$ cat src/hdl/phta_ram.sv
// Generic single-port RAM with registered read data.
module phta_ram #(
  parameter int WIDTH = 8,
  parameter int DEPTH = 16
) (
  input  logic                     clk,
  input  logic                     we,
  input  logic [$clog2(DEPTH)-1:0] addr,
  input  logic [WIDTH-1:0]         wdata,
  output logic [WIDTH-1:0]         rdata
);

  logic [WIDTH-1:0] mem [DEPTH];

  // Write, and read the addressed word into the output register.
  always_ff @(posedge clk) begin
    if (we) begin
      mem[addr] <= wdata;
    end
    rdata <= mem[addr];
  end

endmodule

$ cat config.mk
export PLATFORM = sky130hd
export DESIGN_NAME = phta_ram
export DESIGN_NICKNAME = d
export VERILOG_FILES = /design/src/hdl/phta_ram.sv
export SDC_FILE = /design/constraint.sdc
export NUM_CORES = 1
export LEC_CHECK = 0
export ABC_AREA = 1
export ABC_CLOCK_PERIOD_IN_PS = 3500
export BUFFER_PORTS_ARGS = -buffer_cell sky130_fd_sc_hd__clkbuf_2
export CAP_MARGIN = 20
export CORE_ASPECT_RATIO = 1.25
export CORE_MARGIN = 5
export CORE_UTILIZATION = 61
export CTS_CLUSTER_DIAMETER = 200
export CTS_CLUSTER_SIZE = 30
export DETAILED_ROUTE_END_ITERATION = 10
export GPL_ROUTABILITY_DRIVEN = 0
export PLACE_DENSITY = 0.79
export SYNTH_ARGS = -nofsm -noshare
export SYNTH_HDL_FRONTEND = slang
export SYNTH_SLANG_ARGS = --single-unit
export TNS_END_PERCENT = 10
$ cat constraint.sdc
create_clock -name clk -period 3.5 [get_ports clk]
set_clock_uncertainty 0.2 [all_clocks]
set_input_delay 0.875 -clock clk [delete_from_list [all_inputs] [get_ports clk]]
set_output_delay 0.875 -clock clk [all_outputs]
set_load 0.05 [all_outputs]
==> impl_results.md, run 1 <==
- CTS Buffer Depth: 2
- Pre-CTS setup slack: between 0.7 and 0.8 ns
- Reg-to-Reg End: rdata[0]$_DFF_P_
- Worst-Margin Slew: 0.710 ns
- Nets@finish: just under 600
- Flop pwr share: 47.7%
- TritonCTS buffer count: 17
- Routed Antenna Nets: 0
- Area delta synth->final: 14.4%
- Die height: about 120 um
- FF-to-FF setup slack: 2.27 ns
- Pins over their slew limit: 0
- Clock-pin slew on the worst setup and hold paths: approximately 0.06 ns
- Cell depth of the worst hold path: 8
- Worst slew margin: 52.5%
- Reg2Reg Launch Point: mem[3][0]$_DFFE_PP_
- Largest net degree at the start of global routing: 53
- Crit path largest cell delay: 0.60 ns
- CP cell instances: clkbuf_2, nor2_1, inv_1, nor2_1
- Fmax: roughly 430 MHz
- Hold_buf cts: 0
- Crit. End Element: register
- Distinct cells, synth: 11
- Int Pwr: between 0.002 and 0.003 W
- Comb pwr share: 6.5%
- Post_cts resized: 0
- Global routing usage on met3: between 6 and 7%
- Worst EP required: approximately 3.4 ns
- Post-DP HPWL: between 7000 and 8000 um
- DRT Pass-1 Iters: 5
- H-tree levels: 4
- RSZ-0062 raised after global routing: no
- Hold Startpoint: mem[10][7]$_DFFE_PP_
- Sw frac: ~22%
- Worst hold path class: register to register
- GR peak layer: met2
- Final setup fails: 0
- Synth top area share: between 60% and 70%
- FF+latch count, synth: around 140
- PD cells: between 600 and 700 nW/um^2
- MaxCap Viol Count: 0
- Total I/O pin count: 22
- Grt total ovfl: 0
- Setup ws final: between 1 and 1.5 ns
- Setup_tns: 0 ns
- Sink of the worst hold path: rdata[7]$_DFF_P_
- Die W: between 90 and 100 um
- Fill cell total of the finished layout: roughly 670
- Synth warn: 0
- Sequential share of the synthesized area: 71.6%
- Core Area: a little over 9000 um^2
- Die area: between 10,000 and 15,000 um^2
- Netlist Area Pre-Place: about 5600 um^2
- Layout cell share with drive strength beyond 1: between 10% and 20%
- Most instantiated library cell after synthesis: nand2_1
- Min Tclk post-route: ~2.3 ns
- Syn Nets: roughly 560
- Ranking of synthesized cells by area: edfxtp_1, nand2_1, dfxtp_1
- Peak VDD IR: about 0.4 mV
- Post-Synthesis Mean Instance Area: approximately 10 um^2
- Worst Path Max Fanout: 9
- Clock tree sinks: roughly 140
- Outcome: finished, final reports clean
- Lkg Pwr: 2.76 nW
- # Post-CTS Setup Buffers: 0
- Met2 global-route usage: a little over two fifths
- Cells after synthesis: 548
- Post-synth EDFFs: about 130
- CTS tree: yes
- Row Count: 39
- # diodes: 0
- Vias: 3,817
- Most frequent cells after synthesis: nand2_1, edfxtp_1, inv_1
- Number of global-route vias before repair: a little under 4,000
- Worst EP arrival: between 2 and 2.5 ns
- CP bufs+invs: 2
- CTS root buf: clkbuf_16
- Async set or reset register ratio after synthesis: 0%
- CP startpoint kind: primary input
- Final worst-path cycle share: around 67%
- Yosys top cell by area: edfxtp_1
- Critical path class: primary input to register
- CP max-delay cell: nor2_1
- GRT Util Overall: around a quarter
- Post-synth top flop: edfxtp_1
- Post-DR vias/cell: between 5 and 6
- Routed length per instance: between 15 and 20 um
- Delay-heaviest family, CP: simple AND/OR/NAND/NOR gates
- Fin. Hold Viols: 0
- Drt initial violations: ~280
- GR Util met1: roughly 29%
- CP most frequent cell: nor2_1
- DRC: 0
- Initial antenna violation count: 0
- Starting Density: roughly three fifths
- Wirelength, routed: between 10,000 and 15,000 um
- Psw: 0.000852 W
- First-pass GRT wire length: slightly below 20,000 um
- Quantity of I/O buffers inserted on ports: 21
- Reg2reg path depth: 8
- Clock power share: between 40% and 50%
- Clk Latency, worst-skew pair: roughly 0.42 ns
-- worst max path at each step --
stage / start / endpoint / slack [ns] / cells after the start
5_1_grt: addr[3] / mem[1][2]$_DFFE_PP_ / 0.98 / 4
3_5_place_dp: addr[3] / mem[1][5]$_DFFE_PP_ / 0.73 / 4
3_3_place_gp: addr[2] / mem[1][4]$_DFFE_PP_ / 0.86 / 4
4_1_cts: addr[3] / mem[1][2]$_DFFE_PP_ / 1.19 / 4
2_1_floorplan: addr[1] / mem[3][0]$_DFFE_PP_ / 1.05 / 4
6_report: addr[3] / mem[1][7]$_DFFE_PP_ / 1.15 / 4
-- worst reg2reg max path, cell delays in order (launching register included) --
cell	delay (ns)
edfxtp_1	0.38
nand2_1	0.10
nand2_1	0.07
nand2_1	0.07
nand2_1	0.07
nand2_1	0.06
nand2_1	0.05
inv_1	0.05
nand2_1	0.07
-- layout make-up --
| type | instances | area, um^2 | share of cell area (%) |
|---|---|---|---|
| inverter | 23 | 86.3 | 1.35 |
| timing repair buffer | 28 | 158 | 2.46 |
| tap | 123 | 154 | 2.41 |
| sequential | 136 | 4000 | 62.6 |
| multi-input combinational | 368 | 1390 | 21.7 |
| clock inverter | 8 | 52.6 | 0.821 |
| clock buffer | 24 | 558 | 8.72 |
-- layer usage --
| layer | up-vias | part of all wire, % |
|---|---|---|
| met4 | 0 | 2.8 |
| met2 | 210 | 52 |
| met3 | 29 | 8.6 |
| met5 | - | 0 |
| met1 | 1778 | 36 |
| li1 | 1800 | - |
-- cell usage in the layout (no fill, tap or decap), drive strengths merged --
cell type / count
nand2: 346
edfxtp: 128
clkbuf: 45
inv: 22
nor2: 18
dfxtp: 8
buf: 7
clkinv: 7
nand3: 4
clkinvlp: 2
-- sequential cells by signal, summed over array words and instances (netlist names) --
signal and count:
mem 128, rdata 8
-- cells by family (layout without fill, tap and decap cells) --
family / Yosys count / count (layout) / share of synthesized area (%)
AND/OR/NAND/NOR: 368 / 368 / 24.8
flip-flops: 136 / 136 / 71.6
buffers and inverters: 44 / 83 / 3.62
-- metrics by stage --
step | hold slack, ns | power [W] | cells | utilization [%] | area [um^2]
after CTS | 0.531 | 0.00385 | 710 | 70.5 | 6400
after global routing | 0.599 | 0.00396 | 710 | 70.5 | 6400
final | 0.526 | 0.00384 | 710 | 70.5 | 6400
after floorplan | 0.443 | 0.00203 | 548 | - | 5590
after detailed placement | 0.524 | 0.00211 | 678 | 63.8 | 5790
after global placement | 0.490 | 0.00211 | 678 | 63.8 | 5790
-- power groups by stage --
stage / sequential [W] / combinational (W) / clock (W)
after floorplan: 0.00190 / 0.000126 / 0
after global placement: 0.00186 / 0.000244 / 0
after detailed placement: 0.00187 / 0.000249 / 0
after CTS: 0.00183 / 0.000252 / 0.00177
after global routing: 0.00183 / 0.000279 / 0.00185
final: 0.00183 / 0.000251 / 0.00176
Note: power is estimated with default switching activity, not from simulation.
==> run 2, diff against run 1 <==
ABC_CLOCK_PERIOD_IN_PS = 1900   (was 3500)
CORE_UTILIZATION = 55   (was 61)
PLACE_DENSITY = 0.75   (was 0.79)
clock period = 1.9 ns   (was 3.5 ns; I/O delays follow)
==> run 2 against run 1 <==
Compared with the run above:
- core utilization fell by 3.8 points
- routed wire length decreased by 3.4%
- global-route usage down 3.8 points
- non-clock buffer count increased by 19
- worst hold slack worse by 0.16 ns
- register-to-register slack lost 1.6 ns
- setup slack got worse by 0.98 ns
- count of clock-buffer cells in the layout is 7 lower
- critical endpoint is now rdata[2]
==> impl_results.md, run 2 (synthesis gave the netlist of run 1 again) <==
- Total I/O pin count: 22
- Routed length per instance: around 16 um
- CTS root buf: clkbuf_16
- Delay-heaviest family, CP: flip-flops
- Post-DR vias/cell: 5.07
- TritonCTS buffer count: 17
- Inst Count DP: 703
- Area of the multi-input gates: 1410 um^2
- Row Count: approximately 40
- CTS tree: yes
- Comb pwr share: between 6 and 7%
- Max reg flops: approximately 130
- Most frequent cells in the layout: nand2_1, edfxtp_1, inv_1, clkbuf_2
- Reg with most FFs: mem
- CP max-delay cell: dfxtp_1
- # diodes: 0
- Hold_buf cts: 0
- GRT Util Overall: approximately a fifth
- Worst EP arrival: about 1.1 ns
- Layout cell share with drive strength beyond 1: 14.5%
- Final setup fails: 0
- Clock-pin slew on the worst setup and hold paths: around 0.060 ns
- Worst EP required: roughly 1.2 ns
- Final instance count without filler cells: 735
- DRC: 0
- Starting Density: between 50% and 60%
- Setup_tns: 0 ns
- Crit path largest cell delay: between 0.3 and 0.4 ns
- Pre-CTS setup slack: between 0.01 and 0.015 ns
- PD cells: between 1000 and 1500 nW/um^2
- Quantity of I/O buffers inserted on ports: 21
- Int Pwr: 0.00554 W
- First-pass GRT wire length: ~19,000 um
- Number of global-route vias before repair: 3,669
- Post-DP HPWL: 7410 um
- CP bufs+invs: 1
- Fill cell total of the finished layout: around 740
- Crit. End Element: output pin
- Min Tclk post-route: approximately 1.7 ns
- RSZ-0062 raised after global routing: no
- Largest net degree at the start of global routing: 44
- Psw: about 0.0016 W
- Outcome: finished, final reports clean
- Biggest regs: mem x128, rdata x8
- Fmax: 580 MHz
- CP startpoint kind: register
- Sw frac: about 23%
- Final worst-path cycle share: about nine tenths
- Lkg Pwr: about 2.9 nW
- CP cell instances: clkbuf_2
- Worst Path Max Fanout: 1
- Drt initial violations: roughly 300
- Die W: between 100 and 150 um
- Core Area: around 10,000 um^2
- Setup ws final: 0.175 ns
- Clock tree sinks: 136
- Vias: ~3,700
- # Post-CTS Setup Buffers: 0
- Worst-Margin Slew: around 0.43 ns
- H-tree levels: 4
- MaxCap Viol Count: 0
- Post_cts resized: 0
- Routed Antenna Nets: 0
- Fin. Hold Viols: 0
- CTS Buffer Depth: 2
- Grt total ovfl: 0
- Flip-flop and latch area: approximately 4000 um^2
- Die height: 123 um
- Critical path class: register to output pin
- Peak VDD IR: about 0.72 mV
- Flop pwr share: between 40% and 50%
- Die area: between 10,000 and 15,000 um^2
- Initial antenna violation count: 0
- DRT Pass-1 Iters: 7
- Clk Latency, worst-skew pair: 0.42 ns
- Clock power share: a little under half
- Commonest non-fill, non-tap cell in the layout: nand2_1
- Area delta synth->final: 19.3%
- Worst slew margin: slightly above 70%
- Nets@finish: 607
- Worst hold path class: primary input to register
- Wirelength, routed: 11,800 um
- Pins over their slew limit: 0
## run 2: cell count changes in the layout (fill, tap and decap cells not counted)
cell	previous run	this run
buf_4	7	17
buf_12	0	9
nor2_1	18	10
nor2_2	0	8
clkbuf_16	22	17
bufinv_16	0	3
clkbuf_1	2	0
inv_6	0	2
clkinv_4	2	3
clkinvlp_4	2	3
## run 2: power by group through the flow
| stage | Combinational [W] | Clock (W) | Sequential (W) |
|---|---|---|---|
| after detailed placement | 0.000482 | 0 | 0.00344 |
| after CTS | 0.000488 | 0.00333 | 0.00338 |
| final | 0.000484 | 0.00330 | 0.00338 |
| after global placement | 0.000475 | 0 | 0.00344 |
| after global routing | 0.000537 | 0.00348 | 0.00338 |
| after floorplan | 0.000234 | 0 | 0.00350 |
## run 2: area by class of cell
| cell class | instances | share of cell area (%) |
|---|---|---|
| inverter | 23 | 1.29 |
| sequential | 136 | 60.0 |
| clock inverter | 15 | 2.64 |
| timing repair buffer | 47 | 6.19 |
| multi-input combinational | 368 | 21.1 |
| tap | 129 | 2.42 |
| clock buffer | 17 | 6.38 |
## run 2: layer usage
metal / vias to the layer above / GRT usage [%] / part of all wire (%)
met3: 33 / 5.46 / 6.4
met4: 0 / 9.01 / 3.1
met5: - / 0 / 0
met1: 1734 / 26.6 / 41
li1: 1843 / - / -
met2: 117 / 33.8 / 49
## run 2: worst paths after layout
check / endpoint / from / cells after the start / slack, ns
max reg2reg: rdata[7]$_DFF_P_ / mem[9][7]$_DFFE_PP_ / 8 / 0.70
min: mem[15][0]$_DFFE_PP_ / wdata[0] / 1 / 0.37
max: rdata[2] / rdata[2]$_DFF_P_ / 1 / 0.18
min reg2reg: rdata[5]$_DFF_P_ / mem[8][5]$_DFFE_PP_ / 8 / 0.50
## run 2: worst register-to-register path: stages (launching register included)
cell,delay (ns)
edfxtp_1,0.37
nand2_1,0.08
nand2_1,0.08
nand2_1,0.08
nand2_1,0.09
nand2_1,0.06
nand2_1,0.05
inv_1,0.04
nand2_1,0.04
## run 2: stage by stage
step	instance area [um^2]	hold slack (ns)	utilization [%]	total power, W
6_report	6670	0.370	66.7	0.00716
5_1_grt	6670	0.372	66.7	0.00740
4_1_cts	6670	0.359	66.7	0.00719
3_5_place_dp	6070	0.489	60.7	0.00392
3_3_place_gp	6070	0.489	60.7	0.00391
2_1_floorplan	5610	0.374	-	0.00374
