**src/hdl/phta_pkg.sv**
```systemverilog
// Shared types, constants and codes for the per-host traffic accounting block.
package phta_pkg;

  localparam int TABLE_SLOTS = 4096;
  localparam int PROBE_LIMIT = 4;
  localparam int SLOT_W = $clog2(TABLE_SLOTS);
  localparam int ADDR_W = SLOT_W + 1;
  localparam int ALL_SLOTS = 2 * TABLE_SLOTS;
  localparam int PRB_W = (PROBE_LIMIT > 1) ? $clog2(PROBE_LIMIT) : 1;

  localparam int BYTE_W = 48;
  localparam int CNT_W = 32;
  localparam int LEN_W = 17;

  localparam logic [15:0] ETYPE_IPV4 = 16'h0800;
  localparam logic [LEN_W-1:0] FRAME_OVERHEAD = 17'd18;
  localparam logic [7:0] PROTO_TCP = 8'd6;
  localparam logic [7:0] PROTO_UDP = 8'd17;
  localparam logic [7:0] PROTO_ICMP = 8'd1;
  localparam logic [31:0] BCAST_ADDR = 32'hFFFF_FFFF;
  localparam logic [31:0] LOCAL_NET_B_RESET = 32'd8011306;

  // Operation codes.
  localparam logic [1:0] OP_COUNT = 2'd0;
  localparam logic [1:0] OP_READ_ENTRY = 2'd1;
  localparam logic [1:0] OP_READ_TOTALS = 2'd2;

  // Result status codes.
  localparam logic [2:0] ST_COUNTED = 3'd0;
  localparam logic [2:0] ST_NOT_IP = 3'd1;
  localparam logic [2:0] ST_TOTALS_ONLY = 3'd2;
  localparam logic [2:0] ST_TABLE_FULL = 3'd3;
  localparam logic [2:0] ST_READ_DONE = 3'd4;

  // Configuration register indexes.
  localparam logic [1:0] CFG_LOCAL_NET_A = 2'd0;
  localparam logic [1:0] CFG_LOCAL_NET_B = 2'd1;
  localparam logic [1:0] CFG_NET_MASK = 2'd2;

  // One host slot as stored in the table memory.
  typedef struct packed {
    logic              used;
    logic [31:0]       host;
    logic [BYTE_W-1:0] bytes;
    logic [CNT_W-1:0]  packets;
    logic [BYTE_W-1:0] rx_bytes;
    logic [CNT_W-1:0]  rx_packets;
    logic [CNT_W-1:0]  tcp;
    logic [CNT_W-1:0]  udp;
    logic [CNT_W-1:0]  icmp;
    logic [CNT_W-1:0]  other;
  } entry_t;

  localparam int ENT_W = $bits(entry_t);

  // Request to the shared saturating adder.
  typedef struct packed {
    logic [BYTE_W-1:0] a;
    logic [BYTE_W-1:0] b;
    logic              narrow;
  } alu_req_t;

endpackage

```
**src/hdl/phta_sat_alu.sv**
```systemverilog
// Shared saturating adder used for every counter update.
module phta_sat_alu import phta_pkg::*; (
  input  alu_req_t          req,
  output logic [BYTE_W-1:0] y
);

  logic [BYTE_W:0]   sum;
  logic [BYTE_W:0]   limit;

  // Add, then clamp at the 32-bit or 48-bit ceiling.
  always_comb begin
    sum = {1'b0, req.a} + {1'b0, req.b};
    limit = req.narrow ? {{(BYTE_W - CNT_W + 1){1'b0}}, {CNT_W{1'b1}}}
                       : {1'b0, {BYTE_W{1'b1}}};
    if (sum > limit) begin
      y = limit[BYTE_W-1:0];
    end else begin
      y = sum[BYTE_W-1:0];
    end
  end

endmodule

```
**config.mk**
```make
export PLATFORM = sky130hd
export DESIGN_NAME = phta_sat_alu
export DESIGN_NICKNAME = d
export VERILOG_FILES = /design/src/hdl/phta_pkg.sv /design/src/hdl/phta_sat_alu.sv
export SDC_FILE = /design/constraint.sdc
export NUM_CORES = 1
export LEC_CHECK = 0
export BUFFER_PORTS_ARGS = -buffer_cell sky130_fd_sc_hd__buf_2
export CAP_MARGIN = 20
export CORE_ASPECT_RATIO = 0.8
export CORE_MARGIN = 2
export CORE_UTILIZATION = 48
export DETAILED_ROUTE_END_ITERATION = 8
export PLACE_DENSITY = 0.82
export SLEW_MARGIN = 20
export SYNTH_ARGS = -nofsm -noshare
export SYNTH_HDL_FRONTEND = slang
export SYNTH_SLANG_ARGS = --single-unit
```
**constraint.sdc**
```tcl
create_clock -name vclk -period 7.6
set_input_delay 1.52 -clock vclk [all_inputs]
set_output_delay 1.52 -clock vclk [all_outputs]
set_load 0.005 [all_outputs]
```
==> metrics.txt, run 1 <==
Syn Inst Count 565; Mapped Area 0.003806 mm^2; Rows 29; Tmin final 8.859 ns; Seq/Total Area, Yosys 0%; worst setup margin -1.259 ns; fillcell total 464; area grow syn2layout 72.72%; achievable frequency 0.1129 GHz; initial core utilization 48.79%; GRT overflow 0; most frequent cells in the layout 179 x buf_4, 123 x buf_2, 60 x ha_1, 53 x a21oi_1, 52 x nand2_1; max incr delay on CP 0.52 ns; Pleak 3.335 nW; Final GP Congestion 0.9981; Setup Crit Path Kind in2out; worst path required time 6.08 ns; Final setup viols 48; IO Pins approximately 150; worst path bufs/invs 6; Layout Nets 1038; die width 103.6 um; P per Cell Area roughly 130 mW/mm^2; initial antenna violation count 0; WL/cell between 15 and 20 um; RSZ-0062 raised after global routing yes; slew margin rel. 40.29%; Die ar. about 0.0087 mm^2; layout cell share with drive strength beyond 1 47.83%; CP max-delay cell or4b_1; clkbuf count 0; delay-heaviest family, CP simple AND/OR/NAND/NOR gates; period utilization 116.6%; port buffer count 145; Die Y 83.65 um; post-layout util 84.27%; vias in the first global route 5623; failing checks negative setup slack; Iter 0 DRT Violations ~620; yosys warns 0; drt first pass iters 5; worst-path fanout max 8; Fin. Hold Viols 0; outcome finished with violations; Final Max Slew Viols 0; final WL 19600 um; DRC viols 0; largest net degree at the start of global routing 18; Syn Nets 727; first-pass GRT wire length 27540 um; All-Layer GR Usage 38.01%; Vias 6214; Final Power 0.8423 mW; slew at the pin closest to its max-slew limit 0.8896 ns; Startpoint Class primary input; Final ANT Viol Nets 0; most common cell after layout, fill and taps aside buf_4; CP Capture Type primary output; Tightest Hold Check Type in2out; Max VDD drop 0.0001078 V; max cap viols 0; pre-CTS worst setup slack -1.156 ns; vias per cell 6.328; sequential cell count 0; crit path DAT 7.34 ns; # diodes 0; register area 0 um^2; post-synthesis area per instance 6.737 um^2; Multi-input gate area between 0.003 and 0.004 mm^2; unique cell type count in the Yosys netlist 60; Post-DP HPWL 14280 um; core area between 0.007 and 0.008 mm^2
per-stage QoR:
stage               hold WS (ns)  std cells  cell area [um^2]  TNS (ns)
global placement           3.442        964              5963    -39.45
finish                     3.468        982              6574    -56.30
floorplan                  3.239        565              3928    -9.420
CTS                        3.428        975              6396    -41.86
detailed placement         3.455        964              5963    -50.54
global route               3.470        982              6574    -62.42
cell usage after synthesis, types with 16 or more instances:
cell type / number / area, um^2
nand3_1: 17 / 85.08
a21oi_1: 60 / 300.3
xnor2_1: 19 / 166.4
nand2_1: 71 / 266.5
a21o_1: 31 / 232.7
ha_1: 64 / 800.8
inv_1: 21 / 78.83
nor2_1: 39 / 146.4
nor3_1: 17 / 85.08
o21ai_0: 33 / 165.2
xor2_1: 16 / 140.1
power breakdown:
part	switching (mW)	internal [mW]	total (mW)
Combinational	0.416	0.426	0.842
Sequential	0	0	0
Clock	0	0	0
area by class of cell:
class	count	area share, %
Inverter	21	1.199
Multi-Input combinational cell	518	60.16
Tap cell	108	2.056
Timing Repair Buffer	335	36.58
logic make-up (layout without fill, tap and decap cells):
kind of cell / Yosys count / in the layout / share of synthesized area (%)
adder cells (fa/ha/maj): 65 / 65 / 21.56
buffers and inverters: 47 / 356 / 5.884
AO/OA/AOI/OAI: 200 / 200 / 34.12
multiplexers: 16 / 16 / 4.734
XOR/XNOR: 35 / 35 / 8.054
AND/OR/NAND/NOR: 202 / 202 / 25.64
per-layer routing:
metal | vias to the layer above | part of all wire [%] | GRT usage (%)
met4 | 0 | 6.4 | 8.354
met2 | 525 | 44 | 65.44
met1 | 2784 | 40 | 51.12
met5 | - | 0 | 0
met3 | 151 | 10 | 4.372
li1 | 2754 | - | -
path summary, 6_finish.rpt:
path                end  depth (start not counted)    start
hold / removal     y[0]                          4  req[49]
setup / recovery  y[44]                         30   req[1]
timing repair:
action / in CTS / in global routing
hold buffers: 0 / 0
gates cloned: 3 / 0
setup buffers: 9 / 12
pin swaps: 7 / 15
resized for setup: 52 / 35
setup endpoints to repair: 48 / 48
Note: power is estimated with default switching activity, not from simulation.
==> run 2: changes to the inputs <==
--- a/config.mk
+++ b/config.mk
@@ -5,13 +5,13 @@
 export SDC_FILE = /design/constraint.sdc
 export NUM_CORES = 1
 export LEC_CHECK = 0
-export BUFFER_PORTS_ARGS = -buffer_cell sky130_fd_sc_hd__buf_2
 export CAP_MARGIN = 20
 export CORE_ASPECT_RATIO = 0.8
 export CORE_MARGIN = 2
-export CORE_UTILIZATION = 48
+export CORE_UTILIZATION = 62
 export DETAILED_ROUTE_END_ITERATION = 8
-export PLACE_DENSITY = 0.82
+export DONT_BUFFER_PORTS = 1
+export PLACE_DENSITY = 0.81
 export SLEW_MARGIN = 20
 export SYNTH_ARGS = -nofsm -noshare
 export SYNTH_HDL_FRONTEND = slang
==> run 2 against run 1 <==
The flow now stops in global routing; synthesized area unchanged; synthesized cell count did not move.
==> metrics.txt, run 2 <==
outcome stopped before the end; stage reached global routing; Err [ERROR GRT-0232] Routing congestion too high. Check the congestion heatmap in the GUI.; Rows 25 (-14%); post-GRT worst EP y[33]; pre-CTS worst setup slack -0.8420 ns (+0.3145 ns); unique cell type count in the Yosys netlist 60 (unchanged); simple-gate share of the synthesized area 25.64% (unchanged); Worst End Pin Type primary output; GRT overflow 26; All-Layer GR Usage between 60% and 70%; initial core utilization 64.38% (+16 points); Commonest cells post-synth 71 x nand2_1, 64 x ha_1, 60 x a21oi_1; Syn Inst Count 565 (unchanged); Hold-fix buffers, CTS 0 (unchanged); Final GP Congestion 1.023 (+2.4%); top post-synthesis cells by area ha_1 21%, a21oi_1 7.9%, nand2_1 7.0%, a21o_1 6.1%, mux2_2 4.4%; Die Y 74.08 um (-11%); IO Pins 145 (unchanged); largest family of logic cells by synthesized area compound AO/OA/AOI/OAI gates; die width 91.60 um (-12%); post-synth top area cell ha_1; post-synthesis xor/xnor area fraction 8.054% (unchanged); Syn Nets 727 (unchanged); Yosys top cell area share 21.04% (unchanged); yosys warns 0 (unchanged); Post-DP HPWL 12140 um (-15%); post-synthesis area per instance 6.737 um^2 (unchanged); largest net degree at the start of global routing 18; Post-Synth Adder-Cell Area 21.56% (unchanged); Seq/Total Area, Yosys 0% (unchanged); port buffer count 0 (-100%); most common cell in the netlist nand2_1; Synth Area in Compound Gates 34.12% (unchanged); mux cell area share after synthesis 4.734% (unchanged); Mapped Area 0.003806 mm^2 (unchanged)
## run 2: cell counts after synthesis
Identical to the previous run, type by type.
## run 2: routing by layer
metal  GRT overflow  GRT usage (%)
met1              0          68.44
met2             12          93.71
met3              0          48.13
met4             14          73.74
met5              0          2.083
## run 2: through the flow
stage	cell area (um^2)	setup TNS, ns	hold slack, ns	std cells	utilization (%)
after CTS	5256	-24.48	3.260	785	88.91
after detailed placement	5074	-37.04	3.258	778	85.82
after global placement	5074	-25.82	3.262	778	85.82
after floorplan	3928	-9.420	3.239	565	-
## run 2: kinds of logic after synthesis
logic type                 after synthesis
xor gates and xnor gates                35
and+or+nand+nor                        202
muxes                                   16
buffers and inverters                   47
adders and majority gates               65
AOI/OAI and AO/OA                      200
## run 2: repair_timing
action	CTS
endpoints found under the setup margin	48
buffers inserted	6
resized for setup	24
gates cloned	1
pin swaps	9
==> run 3: changes to the inputs <==
--- a/config.mk
+++ b/config.mk
@@ -6,12 +6,11 @@
 export NUM_CORES = 1
 export LEC_CHECK = 0
 export CAP_MARGIN = 20
-export CORE_ASPECT_RATIO = 0.8
 export CORE_MARGIN = 2
-export CORE_UTILIZATION = 62
+export CORE_UTILIZATION = 40
 export DETAILED_ROUTE_END_ITERATION = 8
 export DONT_BUFFER_PORTS = 1
-export PLACE_DENSITY = 0.81
+export PLACE_DENSITY_LB_ADDON = 0.15
 export SLEW_MARGIN = 20
 export SYNTH_ARGS = -nofsm -noshare
 export SYNTH_HDL_FRONTEND = slang
==> constraint.sdc (replaced) <==
create_clock -name vclk -period 9.9
set_input_delay 1.98 -clock vclk [all_inputs]
set_output_delay 1.98 -clock vclk [all_outputs]
set_load 0.005 [all_outputs]
==> run 3 against run 2 <==
The run now ends clean.
==> metrics.txt, run 3 (synthesis results as in run 1) <==
Final setup viols 0; DP Cell Count 681 (-12%); Rows 35 (+40%); clkbuf count 0; WL/cell 17.49 um; sequential cell count 0; most frequent cells in the layout 69 x nand2_1, 64 x ha_1, 60 x a21oi_1, 38 x nor2_1, 32 x o21ai_0; Post-DP HPWL 10290 um (-15%); All-Layer GR Usage 21.81%; Hold Crit Depth 2; Final Power roughly 0.35 mW; Final Cell Area 0.004045 mm^2; die width 101.5 um (+11%); Fin. Hold Viols 0; area grow syn2layout 6.279%; Layout Nets 722; DRC viols 0; Layout Cells excl Fill 687; setup_tns 0 ns; vias in the first global route 3852; port buffer count 0 (unchanged); dpl cell area 0.003935 mm^2 (-22%); Vias roughly 4200; achievable frequency 0.1050 GHz; Hold-fix buffers, CTS 0 (unchanged); Iter 0 DRT Violations 185; worst path required time 7.92 ns; period utilization 96.21%; slew margin rel. between 50% and 60%; Startpoint Class primary input; Die Y 101.5 um (+37%); CP Capture Type primary output; Pleak 1.751 nW; Die ar. 0.01031 mm^2; first-pass GRT wire length 18800 um; initial antenna violation count 0; vias per cell 6.112; P per Cell Area 86.04 mW/mm^2; drt first pass iters 5; Max VDD drop approximately 0.000041 V; largest net degree at the start of global routing 33; final WL about 12000 um; Final GP Congestion 0.9080 (-11%); Final Max Slew Viols 0; # diodes 0; outcome completed; GRT overflow 0; crit path DAT 7.54 ns; max cap viols 0; IO Pins 145 (unchanged); layout cell share with drive strength beyond 1 8.781%; Setup Crit Path Kind in2out; Final ANT Viol Nets 0; Tmin final 9.524 ns; register area 0 um^2; most common cell after layout, fill and taps aside nand2_1; slew at the pin closest to its max-slew limit roughly 0.6 ns; initial core utilization 41.19% (-23 points); core area 0.009240 mm^2; Tightest Hold Check Type in2out; worst-path fanout max 16
-- run 3: report_power, final --
group / switching (mW) / total (mW) / leakage [nW] / internal, mW
logic: 0.206 / 0.348 / 1.75 / 0.142
clock network: 0 / 0 / 0 / 0
registers: 0 / 0 / 0 / 0
-- run 3: worst paths after layout --
kind	startpoint	end
min	req[49]	y[0]
max	req[1]	y[40]
-- run 3: stage by stage --
stage	setup WS, ns	hold slack, ns	util, %
finish	0.3756	4.198	43.78
global route	-0.001050	4.227	43.78
CTS	0.1063	4.203	42.59
detailed placement	0.1383	4.195	42.59
global placement	0.2321	4.202	42.59
floorplan	0.8368	4.170	-
-- run 3: metal layers --
metal / vias to the layer above / share of wire [%] / routed length (um) / track usage, %
li1: 2105 / - / - / -
met1: 1914 / 46 / 5522 / 30.14
met2: 162 / 46 / 5516 / 37.25
met3: 18 / 6.5 / 781 / 2.346
met4: 0 / 1.6 / 196 / 3.119
met5: - / 0 / 0 / 0
-- run 3: cell type report --
class	count	area [um^2]
inverter	21	78.83
timing repair buffer	19	176.4
tap	129	161.4
multi-input combinational	518	3628
fill	1026	5195
-- run 3: critical path, cell delays in order --
cell and delay [ns]:
ha_1 0.14, inv_1 0.05, fa_1 0.40, nand2b_4 0.17
a21o_1 0.20, a21oi_1 0.25, o2111ai_1 0.17, a31oi_1 0.30
nor3_1 0.14, o21ai_1 0.29, a21o_1 0.18, a21oi_1 0.07
xnor2_1 0.16, ha_1 0.31, nand4_1 0.12, nor3_2 0.25
nand3_1 0.12, nor3_2 0.19, nand3_1 0.09, or4b_1 0.45
or4_1 0.42, nor4_2 0.24, nand4_1 0.16, nand2_2 0.16
buf_12 0.16, mux2_2 0.35
-- run 3: what timing repair did --
item	CTS	global route
setup endpoints to repair	0	47
gates resized for setup	0	10
setup buffers	0	5
